<file path="src/sv/frrt_pkg.sv">
`timescale 1ns / 1ps
// ----------------------------------------------------------------------------
// frrt_pkg: shared types of the fragment range reassembly tracker
// Holds the request and result beat layouts, the operation and status codes,
// the commit modes broadcast to the range cells and the probe token flags.
// ----------------------------------------------------------------------------
package frrt_pkg;

  // Operation codes of a request beat.
  localparam logic OP_ADD   = 1'b0;
  localparam logic OP_CLEAR = 1'b1;

  // Status codes of a result beat.
  typedef enum logic [2:0] {
    ST_ADDED    = 3'd0,
    ST_DUP      = 3'd1,
    ST_INVALID  = 3'd2,
    ST_MISMATCH = 3'd3,
    ST_OVERLAP  = 3'd4,
    ST_FULL     = 3'd5,
    ST_CLEARED  = 3'd6
  } frrt_status_e;

  // How the cells rewrite the table when a fragment is accepted.
  typedef enum logic [2:0] {
    CM_HOLD       = 3'd0,
    CM_INSERT     = 3'd1,
    CM_MERGE_PREV = 3'd2,
    CM_MERGE_NEXT = 3'd3,
    CM_MERGE_BOTH = 3'd4
  } frrt_commit_e;

  // Request beat.
  typedef struct packed {
    logic        operation;
    logic [23:0] frag_offset;
    logic [23:0] frag_length;
    logic [23:0] message_length;
  } frrt_req_t;

  // Result beat.
  typedef struct packed {
    frrt_status_e status;
    logic         complete;
    logic [3:0]   range_count;
    logic [23:0]  bytes_received;
    logic [3:0]   hole_count;
  } frrt_rsp_t;

  // Flags that the probe token collects as it walks the cell chain.
  typedef struct packed {
    logic vld;   // token present in this stage
    logic hit;   // an overlapping range was found
    logic dup;   // the first overlapping range has equal bounds
    logic mp;    // fragment touches the range before its slot
    logic mn;    // fragment touches the range after its slot
    logic seen;  // the first range starting after the fragment was passed
  } frrt_tok_t;

endpackage

</file>
<file path="src/sv/frrt_cell.sv">
`timescale 1ns / 1ps
// ----------------------------------------------------------------------------
// frrt_cell: one entry of the range table
// Holds one range, checks the passing probe token against it and hands the
// token to the next cell. On a commit it rewrites itself from its own value,
// a neighbor's value or the fragment, which shifts or merges the table.
// ----------------------------------------------------------------------------
module frrt_cell
  import frrt_pkg::*;
#(
  parameter int unsigned IDX         = 0,
  parameter int unsigned LENGTH_BITS = 24,
  parameter int unsigned POS_W       = 4
) (
  input  logic                   clk_i,
  input  logic                   rst_ni,
  input  logic [LENGTH_BITS-1:0] probe_off_i,
  input  logic [LENGTH_BITS:0]   probe_fin_i,
  input  logic [POS_W-1:0]       held_i,
  input  frrt_tok_t              tok_i,
  input  logic [POS_W-1:0]       tok_pos_i,
  output frrt_tok_t              tok_o,
  output logic [POS_W-1:0]       tok_pos_o,
  input  frrt_commit_e           commit_i,
  input  logic [POS_W-1:0]       ins_pos_i,
  input  logic [LENGTH_BITS-1:0] left_beg_i,
  input  logic [LENGTH_BITS-1:0] left_fin_i,
  input  logic [LENGTH_BITS-1:0] right_beg_i,
  input  logic [LENGTH_BITS-1:0] right_fin_i,
  output logic [LENGTH_BITS-1:0] beg_o,
  output logic [LENGTH_BITS-1:0] fin_o
);

  localparam logic [POS_W-1:0] MY_POS   = POS_W'(IDX);
  localparam logic [POS_W-1:0] NEXT_POS = POS_W'(IDX + 1);

  logic [LENGTH_BITS-1:0] beg_q, beg_d;
  logic [LENGTH_BITS-1:0] fin_q, fin_d;
  frrt_tok_t              tok_q, tok_d;
  logic [POS_W-1:0]       pos_q, pos_d;
  logic                   occupied;
  logic                   ov, eq, le;
  logic [LENGTH_BITS-1:0] probe_fin_l;

  assign occupied    = MY_POS < held_i;
  assign probe_fin_l = probe_fin_i[LENGTH_BITS-1:0];

  // Relation of the fragment to the range held here.
  assign ov = ({1'b0, probe_off_i} < {1'b0, fin_q}) && (probe_fin_i > {1'b0, beg_q});
  assign eq = (probe_off_i == beg_q) && (probe_fin_i == {1'b0, fin_q});
  assign le = beg_q <= probe_off_i;

  // Token update: first overlap decides, slot and touch flags follow order.
  always_comb begin
    tok_d = tok_i;
    pos_d = tok_pos_i;
    if (tok_i.vld && occupied) begin
      if (!tok_i.hit && ov) begin
        tok_d.hit = 1'b1;
        tok_d.dup = eq;
      end
      if (le) begin
        pos_d    = NEXT_POS;
        tok_d.mp = {1'b0, probe_off_i} <= {1'b0, fin_q};
      end else if (!tok_i.seen) begin
        tok_d.seen = 1'b1;
        tok_d.mn   = probe_fin_i >= {1'b0, beg_q};
      end
    end
  end

  // Token stage register.
  always_ff @(posedge clk_i or negedge rst_ni) begin
    if (!rst_ni) begin
      tok_q <= '0;
      pos_q <= '0;
    end else begin
      tok_q <= tok_d;
      pos_q <= pos_d;
    end
  end

  // Table rewrite on commit.
  always_comb begin
    beg_d = beg_q;
    fin_d = fin_q;
    unique case (commit_i)
      CM_HOLD: begin
      end
      CM_INSERT: begin
        if (MY_POS == ins_pos_i) begin
          beg_d = probe_off_i;
          fin_d = probe_fin_l;
        end else if (MY_POS > ins_pos_i) begin
          beg_d = left_beg_i;
          fin_d = left_fin_i;
        end
      end
      CM_MERGE_PREV: begin
        if (NEXT_POS == ins_pos_i && probe_fin_l > fin_q) begin
          fin_d = probe_fin_l;
        end
      end
      CM_MERGE_NEXT: begin
        if (MY_POS == ins_pos_i) begin
          beg_d = probe_off_i;
        end
      end
      CM_MERGE_BOTH: begin
        if (NEXT_POS == ins_pos_i) begin
          fin_d = right_fin_i;
        end else if (MY_POS > ins_pos_i || MY_POS == ins_pos_i) begin
          beg_d = right_beg_i;
          fin_d = right_fin_i;
        end
      end
      default: begin
      end
    endcase
  end

  // Range storage.
  always_ff @(posedge clk_i) begin
    beg_q <= beg_d;
    fin_q <= fin_d;
  end

  assign tok_o     = tok_q;
  assign tok_pos_o = pos_q;
  assign beg_o     = beg_q;
  assign fin_o     = fin_q;

endmodule

</file>
<file path="src/sv/fragment_range_reassembly_tracker.sv">
`timescale 1ns / 1ps
// ----------------------------------------------------------------------------
// fragment_range_reassembly_tracker: byte range tracker for one message
// Keeps the sorted, merged byte ranges of a fragmented message in a chain of
// range cells and reports coverage after every add or clear request.
// ----------------------------------------------------------------------------
// A request beat is taken when start is high and busy is low. An add request
// holds busy while a probe token walks the chain of range cells one cell per
// cycle; the table is rewritten as the token leaves the last cell, and the
// result is built after that. A clear request holds busy only while its result
// is built. The result beat sits on rsp_o for exactly one cycle with done_o high,
// in the cycle right after busy falls; the receiver cannot stall it, and a new
// request may be started in that same cycle.
module fragment_range_reassembly_tracker
  import frrt_pkg::*;
#(
  parameter int unsigned MAX_RANGES  = 8,
  parameter int unsigned LENGTH_BITS = 24
) (
  input  logic      clk_i,
  input  logic      rst_ni,
  input  logic      start,
  input  frrt_req_t req_i,
  output logic      busy,
  output logic      done_o,
  output frrt_rsp_t rsp_o
);

  localparam int unsigned POS_W = $clog2(MAX_RANGES + 1);
  localparam int unsigned GAP_W = $clog2(MAX_RANGES + 2);
  localparam logic [POS_W-1:0] MAX_POS = POS_W'(MAX_RANGES);

  localparam logic [1:0] S_IDLE = 2'd0;
  localparam logic [1:0] S_WALK = 2'd1;
  localparam logic [1:0] S_RESP = 2'd2;

  logic [1:0]             state_q, state_d;
  logic                   launch_q;
  logic [LENGTH_BITS-1:0] off_q, len_q, tot_q;
  logic [LENGTH_BITS:0]   fin_q;
  logic [POS_W-1:0]       held_q, held_d;
  logic [LENGTH_BITS-1:0] total_q, total_d;
  logic [LENGTH_BITS-1:0] bytes_q, bytes_d;
  frrt_status_e           status_q, status_d;
  logic                   done_q;
  frrt_rsp_t              rsp_q, rsp_d;
  logic                   accept;

  frrt_tok_t              tok   [MAX_RANGES+1];
  logic [POS_W-1:0]       pos   [MAX_RANGES+1];
  logic [MAX_RANGES:0]    tok_vld_vec;
  logic [LENGTH_BITS-1:0] beg   [MAX_RANGES];
  logic [LENGTH_BITS-1:0] fin   [MAX_RANGES];
  logic [LENGTH_BITS-1:0] lbeg  [MAX_RANGES];
  logic [LENGTH_BITS-1:0] lfin  [MAX_RANGES];
  logic [LENGTH_BITS-1:0] rbeg  [MAX_RANGES];
  logic [LENGTH_BITS-1:0] rfin  [MAX_RANGES];
  frrt_commit_e           commit;
  frrt_commit_e           mode;
  frrt_status_e           verdict;
  logic [LENGTH_BITS-1:0] last_fin;
  logic [GAP_W-1:0]       gaps;

  assign accept = start && !busy;
  assign busy   = state_q != S_IDLE;

  // Probe token enters the first cell in the cycle after the request is taken.
  assign tok[0] = '{vld: launch_q, default: 1'b0};
  assign pos[0] = '0;

  // Cell chain with neighbor taps.
  for (genvar g = 0; g < MAX_RANGES; g++) begin : g_cell
    if (g == 0) begin : g_first
      assign lbeg[g] = '0;
      assign lfin[g] = '0;
    end else begin : g_left
      assign lbeg[g] = beg[g-1];
      assign lfin[g] = fin[g-1];
    end
    if (g == MAX_RANGES - 1) begin : g_last
      assign rbeg[g] = '0;
      assign rfin[g] = '0;
    end else begin : g_right
      assign rbeg[g] = beg[g+1];
      assign rfin[g] = fin[g+1];
    end

    frrt_cell #(
      .IDX        (g),
      .LENGTH_BITS(LENGTH_BITS),
      .POS_W      (POS_W)
    ) u_cell (
      .clk_i      (clk_i),
      .rst_ni     (rst_ni),
      .probe_off_i(off_q),
      .probe_fin_i(fin_q),
      .held_i     (held_q),
      .tok_i      (tok[g]),
      .tok_pos_i  (pos[g]),
      .tok_o      (tok[g+1]),
      .tok_pos_o  (pos[g+1]),
      .commit_i   (commit),
      .ins_pos_i  (pos[MAX_RANGES]),
      .left_beg_i (lbeg[g]),
      .left_fin_i (lfin[g]),
      .right_beg_i(rbeg[g]),
      .right_fin_i(rfin[g]),
      .beg_o      (beg[g]),
      .fin_o      (fin[g])
    );
  end

  for (genvar k = 0; k <= MAX_RANGES; k++) begin : g_vld
    assign tok_vld_vec[k] = tok[k].vld;
  end

  // Verdict once the token leaves the last cell.
  always_comb begin
    if (tok[MAX_RANGES].mp && tok[MAX_RANGES].mn) begin
      mode = CM_MERGE_BOTH;
    end else if (tok[MAX_RANGES].mp) begin
      mode = CM_MERGE_PREV;
    end else if (tok[MAX_RANGES].mn) begin
      mode = CM_MERGE_NEXT;
    end else begin
      mode = CM_INSERT;
    end

    priority if (fin_q > {1'b0, tot_q}) begin
      verdict = ST_INVALID;
    end else if (held_q != '0 && tot_q != total_q) begin
      verdict = ST_MISMATCH;
    end else if (tok[MAX_RANGES].hit) begin
      verdict = tok[MAX_RANGES].dup ? ST_DUP : ST_OVERLAP;
    end else if (mode == CM_INSERT && held_q == MAX_POS) begin
      verdict = ST_FULL;
    end else begin
      verdict = ST_ADDED;
    end
  end

  assign commit = (state_q == S_WALK && tok[MAX_RANGES].vld && verdict == ST_ADDED)
                  ? mode : CM_HOLD;

  // End of the last held range.
  always_comb begin
    last_fin = '0;
    for (int i = 0; i < MAX_RANGES; i++) begin
      if (held_q == POS_W'(i + 1)) begin
        last_fin = last_fin | fin[i];
      end
    end
  end

  // Coverage report: ranges are strictly apart, so every range after the
  // first opens a hole of its own.
  always_comb begin
    gaps = '0;
    if (held_q != '0) begin
      gaps = GAP_W'(held_q - POS_W'(1)) + GAP_W'(beg[0] != '0)
           + GAP_W'(last_fin < total_q);
    end
    rsp_d.status         = status_q;
    rsp_d.complete       = (held_q == POS_W'(1)) && (total_q != '0) && (beg[0] == '0)
                           && (fin[0] == total_q);
    rsp_d.range_count    = 4'(held_q);
    rsp_d.bytes_received = 24'(bytes_q);
    rsp_d.hole_count     = 4'(gaps);
  end

  // Sequencer.
  always_comb begin
    state_d  = state_q;
    held_d   = held_q;
    total_d  = total_q;
    bytes_d  = bytes_q;
    status_d = status_q;
    unique case (state_q)
      S_IDLE: begin
        if (accept) begin
          if (req_i.operation == OP_CLEAR) begin
            held_d   = '0;
            total_d  = '0;
            bytes_d  = '0;
            status_d = ST_CLEARED;
            state_d  = S_RESP;
          end else begin
            state_d = S_WALK;
          end
        end
      end
      S_WALK: begin
        if (tok[MAX_RANGES].vld) begin
          status_d = verdict;
          if (verdict == ST_ADDED) begin
            total_d = tot_q;
            bytes_d = bytes_q + len_q;
            if (mode == CM_INSERT) begin
              held_d = held_q + POS_W'(1);
            end else if (mode == CM_MERGE_BOTH) begin
              held_d = held_q - POS_W'(1);
            end
          end
          state_d = S_RESP;
        end
      end
      S_RESP: begin
        state_d = S_IDLE;
      end
      default: begin
        state_d = S_IDLE;
      end
    endcase
  end

  // Control registers.
  always_ff @(posedge clk_i or negedge rst_ni) begin
    if (!rst_ni) begin
      state_q  <= S_IDLE;
      launch_q <= 1'b0;
      held_q   <= '0;
      total_q  <= '0;
      bytes_q  <= '0;
      status_q <= ST_ADDED;
      done_q   <= 1'b0;
    end else begin
      state_q  <= state_d;
      launch_q <= accept && (req_i.operation == OP_ADD);
      held_q   <= held_d;
      total_q  <= total_d;
      bytes_q  <= bytes_d;
      status_q <= status_d;
      done_q   <= state_q == S_RESP;
    end
  end

  // Request and result payload.
  always_ff @(posedge clk_i) begin
    if (accept) begin
      off_q <= LENGTH_BITS'(req_i.frag_offset);
      len_q <= LENGTH_BITS'(req_i.frag_length);
      tot_q <= LENGTH_BITS'(req_i.message_length);
      fin_q <= {1'b0, LENGTH_BITS'(req_i.frag_offset)}
             + {1'b0, LENGTH_BITS'(req_i.frag_length)};
    end
    if (state_q == S_RESP) begin
      rsp_q <= rsp_d;
    end
  end

  assign done_o = done_q;
  assign rsp_o  = rsp_q;

`ifndef SYNTHESIS
  // At most one probe token is in flight along the chain.
  a_one_token: assert property (@(posedge clk_i) disable iff (!rst_ni)
    $onehot0(tok_vld_vec))
    else $error("more than one probe token in the cell chain");

  // The table never holds more ranges than it has cells.
  a_held_bound: assert property (@(posedge clk_i) disable iff (!rst_ni)
    held_q <= MAX_POS)
    else $error("range count beyond table size");

  // A token leaving the chain always leads to the result cycle.
  a_walk_ends: assert property (@(posedge clk_i) disable iff (!rst_ni)
    (state_q == S_WALK && tok[MAX_RANGES].vld) |=> (state_q == S_RESP))
    else $error("probe token left the chain without a verdict");

  // The result strobe lasts a single cycle.
  a_done_pulse: assert property (@(posedge clk_i) disable iff (!rst_ni)
    done_o |=> !done_o)
    else $error("result strobe held longer than one cycle");
`endif

endmodule
</file>
<file path="config.mk">
export PLATFORM = sky130hd
export DESIGN_NAME = fragment_range_reassembly_tracker
export DESIGN_NICKNAME = d
export VERILOG_FILES = /design/src/sv/frrt_pkg.sv /design/src/sv/frrt_cell.sv /design/src/sv/fragment_range_reassembly_tracker.sv
export SDC_FILE = /design/constraint.sdc
export NUM_CORES = 2
export LEC_CHECK = 0
export ABC_CLOCK_PERIOD_IN_PS = 10700
export BUFFER_PORTS_ARGS = -buffer_cell sky130_fd_sc_hd__buf_2
export CAP_MARGIN = 20
export CORE_MARGIN = 2
export CORE_UTILIZATION = 35
export DETAILED_ROUTE_END_ITERATION = 8
export RECOVER_POWER = 100
export SLEW_MARGIN = 20
export SYNTH_ARGS = -nofsm -noshare
export SYNTH_HDL_FRONTEND = slang
export SYNTH_SLANG_ARGS = --single-unit
</file>
<file path="constraint.sdc">
create_clock -name clk_i -period 10.7 [get_ports clk_i]
set_clock_uncertainty 0.15 [all_clocks]
set_input_delay 0 -clock clk_i [delete_from_list [all_inputs] [get_ports clk_i]]
set_output_delay 0 -clock clk_i [all_outputs]
set_load 0.005 [all_outputs]
</file>
* After elaboration in Yosys (flattened, before gate mapping)
Index checks and enable logic that the tools add are counted.
** Cells by class
- Add/subtract/negate cells :: 6
- $mul :: 0
- Divide/modulo/power cells :: 0
- Magnitude comparators :: 66
- Equality and inequality tests :: 95
- Shift operators :: 0
- Multiplexer cells :: 189
- Bitwise operators :: 8
- Reductions and logical operators :: 96
** Operators by type and width (number)
- $mux W24 :: 92
- $pmux W24 S3 :: 16
- $le A24 B24 Y1 :: 16
- $gt A25 B24 Y1 :: 9
- $eq A24 B24 Y1 :: 9
- $lt A24 B24 Y1 :: 9
- $eq A25 B24 Y1 :: 8
- $ge A25 B24 Y1 :: 8
- $gt A24 B24 Y1 :: 8
- $or A24 B24 Y24 :: 7
- $pmux W24 S2 :: 2
- $mux W4 :: 21
- $mux W2 :: 27
- $ne A2 B1 Y1 const B :: 26
- $logic_and A1 B1 Y1 :: 49
- $ne A3 B1 Y1 const B :: 16
- $reduce_bool A24 Y1 :: 2
- $reduce_and A5 Y1 :: 9
- $mux W5 :: 8
- $reduce_and A4 Y1 :: 9
- $mux W3 :: 11
- $add A24 B24 Y25 :: 1
- $add A24 B24 Y24 :: 1
- $logic_not A24 Y1 :: 1
- other kinds (40) :: 95
** Storage, ports and cells
- Bits in registers :: 655
- Latch bits :: 0
- Memory bits (writable) :: 0
- ROM bits :: 0
- Input bits :: 76
- Logic and storage cells :: 547
- Memories kept :: 0

* Logic depth before layout (Yosys ltp)
- Word-level depth :: 18
- Gate-level depth with buffers :: 25

* Hierarchy
Synthesis repeated with hierarchy kept, for this count alone.
** Unflattened totals
- Cells, all modules :: 5294
- Area, all modules :: 51903.5 um2
** Modules (own cells, without submodules)
- fragment_range_reassembly_tracker :: times used 1, cells each 1094, area an instance 11622.4 um2
- frrt_cell at g_cell[2].u_cell :: times used 1, cells each 521, area an instance 5099.9 um2
- frrt_cell at g_cell[4].u_cell :: times used 1, cells each 524, area an instance 5057.4 um2
- frrt_cell at g_cell[7].u_cell :: times used 1, cells each 527, area an instance 5052.3 um2
- frrt_cell at g_cell[1].u_cell :: times used 1, cells each 532, area an instance 5048.6 um2
- frrt_cell at g_cell[6].u_cell :: times used 1, cells each 526, area an instance 5024.8 um2
- frrt_cell at g_cell[5].u_cell :: times used 1, cells each 526, area an instance 5007.3 um2
- frrt_cell at g_cell[3].u_cell :: times used 1, cells each 526, area an instance 5006.1 um2
- frrt_cell at g_cell[0].u_cell :: times used 1, cells each 518, area an instance 4984.8 um2

* Worst setup path after synthesis
Ideal clock, no wire load.
- Kind :: register to register
- Start point :: register fin_q[22]
- End point :: register g_cell[1].u_cell.fin_q[0] (enable)
- Setup time :: 442 ps
- Data arrival time :: 4575 ps
- Setup slack :: 5532 ps
- Stages on the path, launching flop included :: 12
- Period minus slack after synthesis :: 5168 ps
- Path through :: edfxtp_1 -> ha_1 -> a21o_1 -> a211o_1 -> a211oi_2 -> o221ai_2 -> o21ai_4 -> nand4_4 -> buf_2 -> nor4_4 -> nor3_1 -> a211oi_1
** On the way
- Longest elaborated chain between the ends :: 8
- Elaborated cells between the ends (all ways) :: 15
** Ends and longest elaborated chain
- start: declaration :: line fragment_range_reassembly_tracker.sv:40 : logic [LENGTH_BITS:0] fin_q;
- start signal: assignment :: line fragment_range_reassembly_tracker.sv:243 : fin_q <= {1'b0, LENGTH_BITS'(req_i.frag_offset)}
- $gt A25 B24 Y1 :: line fragment_range_reassembly_tracker.sv:129 : priority if (fin_q > {1'b0, tot_q}) begin
- $mux W3 :: line fragment_range_reassembly_tracker.sv:129
- $logic_not A3 Y1 :: line fragment_range_reassembly_tracker.sv:142 : assign commit = (state_q == S_WALK && tok[MAX_RANGES].vld && verdict == ST_ADDED)
- $logic_and A1 B1 Y1 :: line fragment_range_reassembly_tracker.sv:142
- $mux W3 :: line fragment_range_reassembly_tracker.sv:143 : ? mode : CM_HOLD;
- $eq A3 B3 Y1 (tied with other cells) :: line frrt_cell.sv:87 : unique case (commit_i)
- $ne A3 B1 Y1 (no line) (tied with other cells)
- $reduce_and A4 Y1 (no line) (*)
- end signal: assignment :: line frrt_cell.sv:125 : fin_q <= fin_d;
- end: declaration :: line frrt_cell.sv:38 : logic [LENGTH_BITS-1:0] fin_q, fin_d;
Every way passes the cells marked *; elsewhere a longest branch is shown, timed or not.
A chain may end at the register's enable or synchronous reset.

* Worst setup path in the final report
- Start point :: register fin_q[22]
- End point :: register g_cell[5].u_cell.fin_q[22] (data pin)
** On the way
- Longest elaborated chain between the ends :: 7
- Elaborated cells between the ends (all ways) :: 11
** Ends and longest elaborated chain (line)
- $gt A25 B24 Y1 :: fragment_range_reassembly_tracker.sv:129
- $mux W3 :: fragment_range_reassembly_tracker.sv:129
- $logic_not A3 Y1 :: fragment_range_reassembly_tracker.sv:142
- $logic_and A1 B1 Y1 :: fragment_range_reassembly_tracker.sv:142
- $mux W3 :: fragment_range_reassembly_tracker.sv:143
- $eq A3 B3 Y1 (tied with other cells) :: frrt_cell.sv:87
- $pmux W24 S3 (*) :: frrt_cell.sv:87
- named net g_cell[5].u_cell.fin_d[22] :: frrt_cell.sv:38
- end signal: assignment :: frrt_cell.sv:125
- end: declaration :: frrt_cell.sv:38
The timed path passes the listed nets; every way through them passes the cells marked *. The select of a mux whose other input is x is not followed.

==> reports/metrics.cfg <==
[die]
die_h_um = 381
core_um2 = 141000
die_w_um = 381
start_util_pct = 35.2
num_rows = 138
io_pins = 114
dieArea_um2 = 145000

[power_and_ir_drop]
ir_drop_uv = 212
p_leak_uw = 0.0252
power_density_nw_per_um2 = 178

[global_routing]
grt_pass1_vias = 42761
track_usage_pct = 29.3
grt_pass1_wl_um = 310000
gr-total-overflow = 0
grt_max_degree = 101
antenna_found_initial = 6

[outcome]
violations = capacitance limit, slew limit
status = finished, violations left

[critical_path]
crit_path_start_kind = register
worstPathArrival_ns = 8.54
path_class = reg -> reg
worstPathRequired_ns = 11.11
crit_fanout = 25
end_kind = register

[yosys]
ys_async_sr_fraction_pct = 19.7
synthCells = 4972
synth_seq_cells = 644
synth_area_um2 = 49700
yosys_warnings = 0
syn-num-nets = 5921
synth_cell_types = 92
synth_top_cell_by_area = edfxtp_1
synth_area_leaders = edfxtp_1 (31%), ha_1 (22%), dfrtp_1 (6.4%)
synth_edf_count = 517
yosysTopAreaCellShare_pct = 31.2
syn_area_per_cell_um2 = 10.0
ys_seq_area_share_pct = 37.6
ys.flop_type = edfxtp_1

[drt]
drc = 0
drtIter0Drc = 6267
firstDrtPassIters = 9
ant_nets = 0
post_drt_wl_per_cell_um = 30.4
vias = 44740
routed_wirelength_um = 219000
vias_per_cell = 6.22

[sta]
period_needed_ns = 8.13
rsz0062_at_grt = false
max_freq_mhz = 123
tightest_slew_ns = 4.52
hold_viol = 0
slew_headroom_pct = -204
setup_viol = 0
drv_slew = 888
fin_hold_ws_ns = 0.0342
period_share_pct = 76.0
setup-tns-final_ns = 0

[clocking]
htreeDepth = 3
cts_root_buf = clkbuf_16
cts.sinks = 644
cts_buffers = 77
clock_latency_ns = 0.73
clk_pin_slew_worst_paths_ns = 0.06
cts_resized = 0
clk_path_buf_depth = 3
cts_tree = yes

[finish]
layout_commonest_cell = ha_1
fillCellCount = 13960
drive_above_1_share_pct = 5.89
final_nets = 6182
syn2layout_area_growth_pct = 14.4
mostFrequentLayoutCells = ha_1 (870), edfxtp_1 (517), inv_1 (490)

[placed_design]
io_buffers = 113
hpwl_um = 161000
gp_congestion = 1.00

[worst_hold_path]
hold_class = in -> reg

[flow_run]
cap_violations = 27

## timing repair
item	in CTS	in global routing
hold endpoints to repair	277	0
buffers inserted	0	0
setup endpoints to repair	0	0
hold buffers	149	0
## layer usage
layer	routed length [um]	GRT usage [%]	vias up
li1	-	-	19464
met3	24500	7.62	541
met2	92900	43.4	2736
met5	27	0	-
met1	89700	39.6	21995
met4	11400	13.6	4
## metrics by stage
step / power [uW] / std cells / setup WS (ns) / area (um2) / util (%)
5_1_grt: 10600 / 7187 / 2.52 / 56900 / 40.3
3_5_place_dp: 7040 / 6893 / 5.03 / 52900 / 37.5
2_1_floorplan: 5610 / 4972 / 5.53 / 49700 / -
4_1_cts: 10000 / 7185 / 4.99 / 57200 / 40.5
3_3_place_gp: 6990 / 6892 / 5.11 / 52900 / 37.5
6_report: 10100 / 7188 / 2.57 / 56900 / 40.3
## sequential cells by signal (all words and copies together), names as in the netlist, 24 cells and up
name                 cells
bytes_q                 24
fin_q                   25
g_cell.u_cell.beg_o    192
len_q                   24
g_cell.u_cell.fin_o    192
total_q                 24
rsp_o                   36
tot_q                   24
off_q                   24
g_cell.u_cell.tok_o     47
## layout make-up
type,instances,area (um2),share of cell area [%]
Sequential cell,644,18700,32.9
Clock buffer,93,2090,3.68
Timing Repair Buffer,368,2680,4.72
Clock inverter,50,708,1.24
Tap cell,1890,2360,4.16
Multi-Input combinational cell,3648,28500,50.1
Inverter,494,1860,3.26
Antenna cell,1,2.50,0.00440
## power breakdown
group	internal, uW	total, uW	leakage [uW]	switching, uW
combinational	1370	3870	0.0174	2500
clock	1690	2950	0.00136	1260
sequential	3060	3290	0.00643	233
total	6120	10100	0.0252	3990
## synth_stat cells, types with 60 or more instances
cell	number
nand4_1	202
nor2b_1	104
a21oi_1	205
ha_1	870
nor2_1	168
inv_1	491
dfrtp_1	127
edfxtp_1	517
clkbuf_1	108
a32oi_1	72
a21o_1	260
o21ai_0	464
o21a_1	91
nand2_1	248
nor3_1	60
a22o_1	77
a22oi_1	266
## worst paths after layout
| path | startpoint | to | slack (ns) | cells after the start |
|---|---|---|---|---|
| max | fin_q[22] | g_cell[5].u_cell.fin_o[22] | 2.57 | 10 |
| min | start | state_q[0] | 0.03 | 4 |
| max reg2reg | fin_q[22] | g_cell[5].u_cell.fin_o[22] | 2.57 | 10 |
| min reg2reg | g_cell[4].u_cell.tok_o[5] | g_cell[5].u_cell.tok_o[5] | 0.22 | 0 |
| max in group asynchronous | rst_ni | g_cell[2].u_cell.tok_o[1] | 6.16 | 4 |
| min in group asynchronous | rst_ni | done_o | 1.75 | 4 |
## logic make-up (layout without fill, tap and decap cells)
group,after synthesis,count (layout),share of synthesized area [%]
adder cells (fa/ha/maj),873,873,22.0
flip-flops,644,644,37.6
buffers and inverters,680,1005,5.43
XOR/XNOR,83,83,1.46
AND/OR/NAND/NOR,1002,1002,10.5
multiplexers,23,23,0.506
other,0,1,0
AO/OA/AOI/OAI,1667,1667,22.5
## worst max-delay path, cell delays in order (launching register included)
cell and delay [ns]:
edfxtp_1 0.32, clkbuf_1 1.39, ha_1 0.47, and4_1 0.22, a31oi_1 0.14, o21ai_0 0.33
and4_1 0.65, and2_0 0.43, o21ai_0 3.37, a32oi_1 0.22, o21ai_0 0.24
Note: power is estimated with default switching activity, not from simulation.
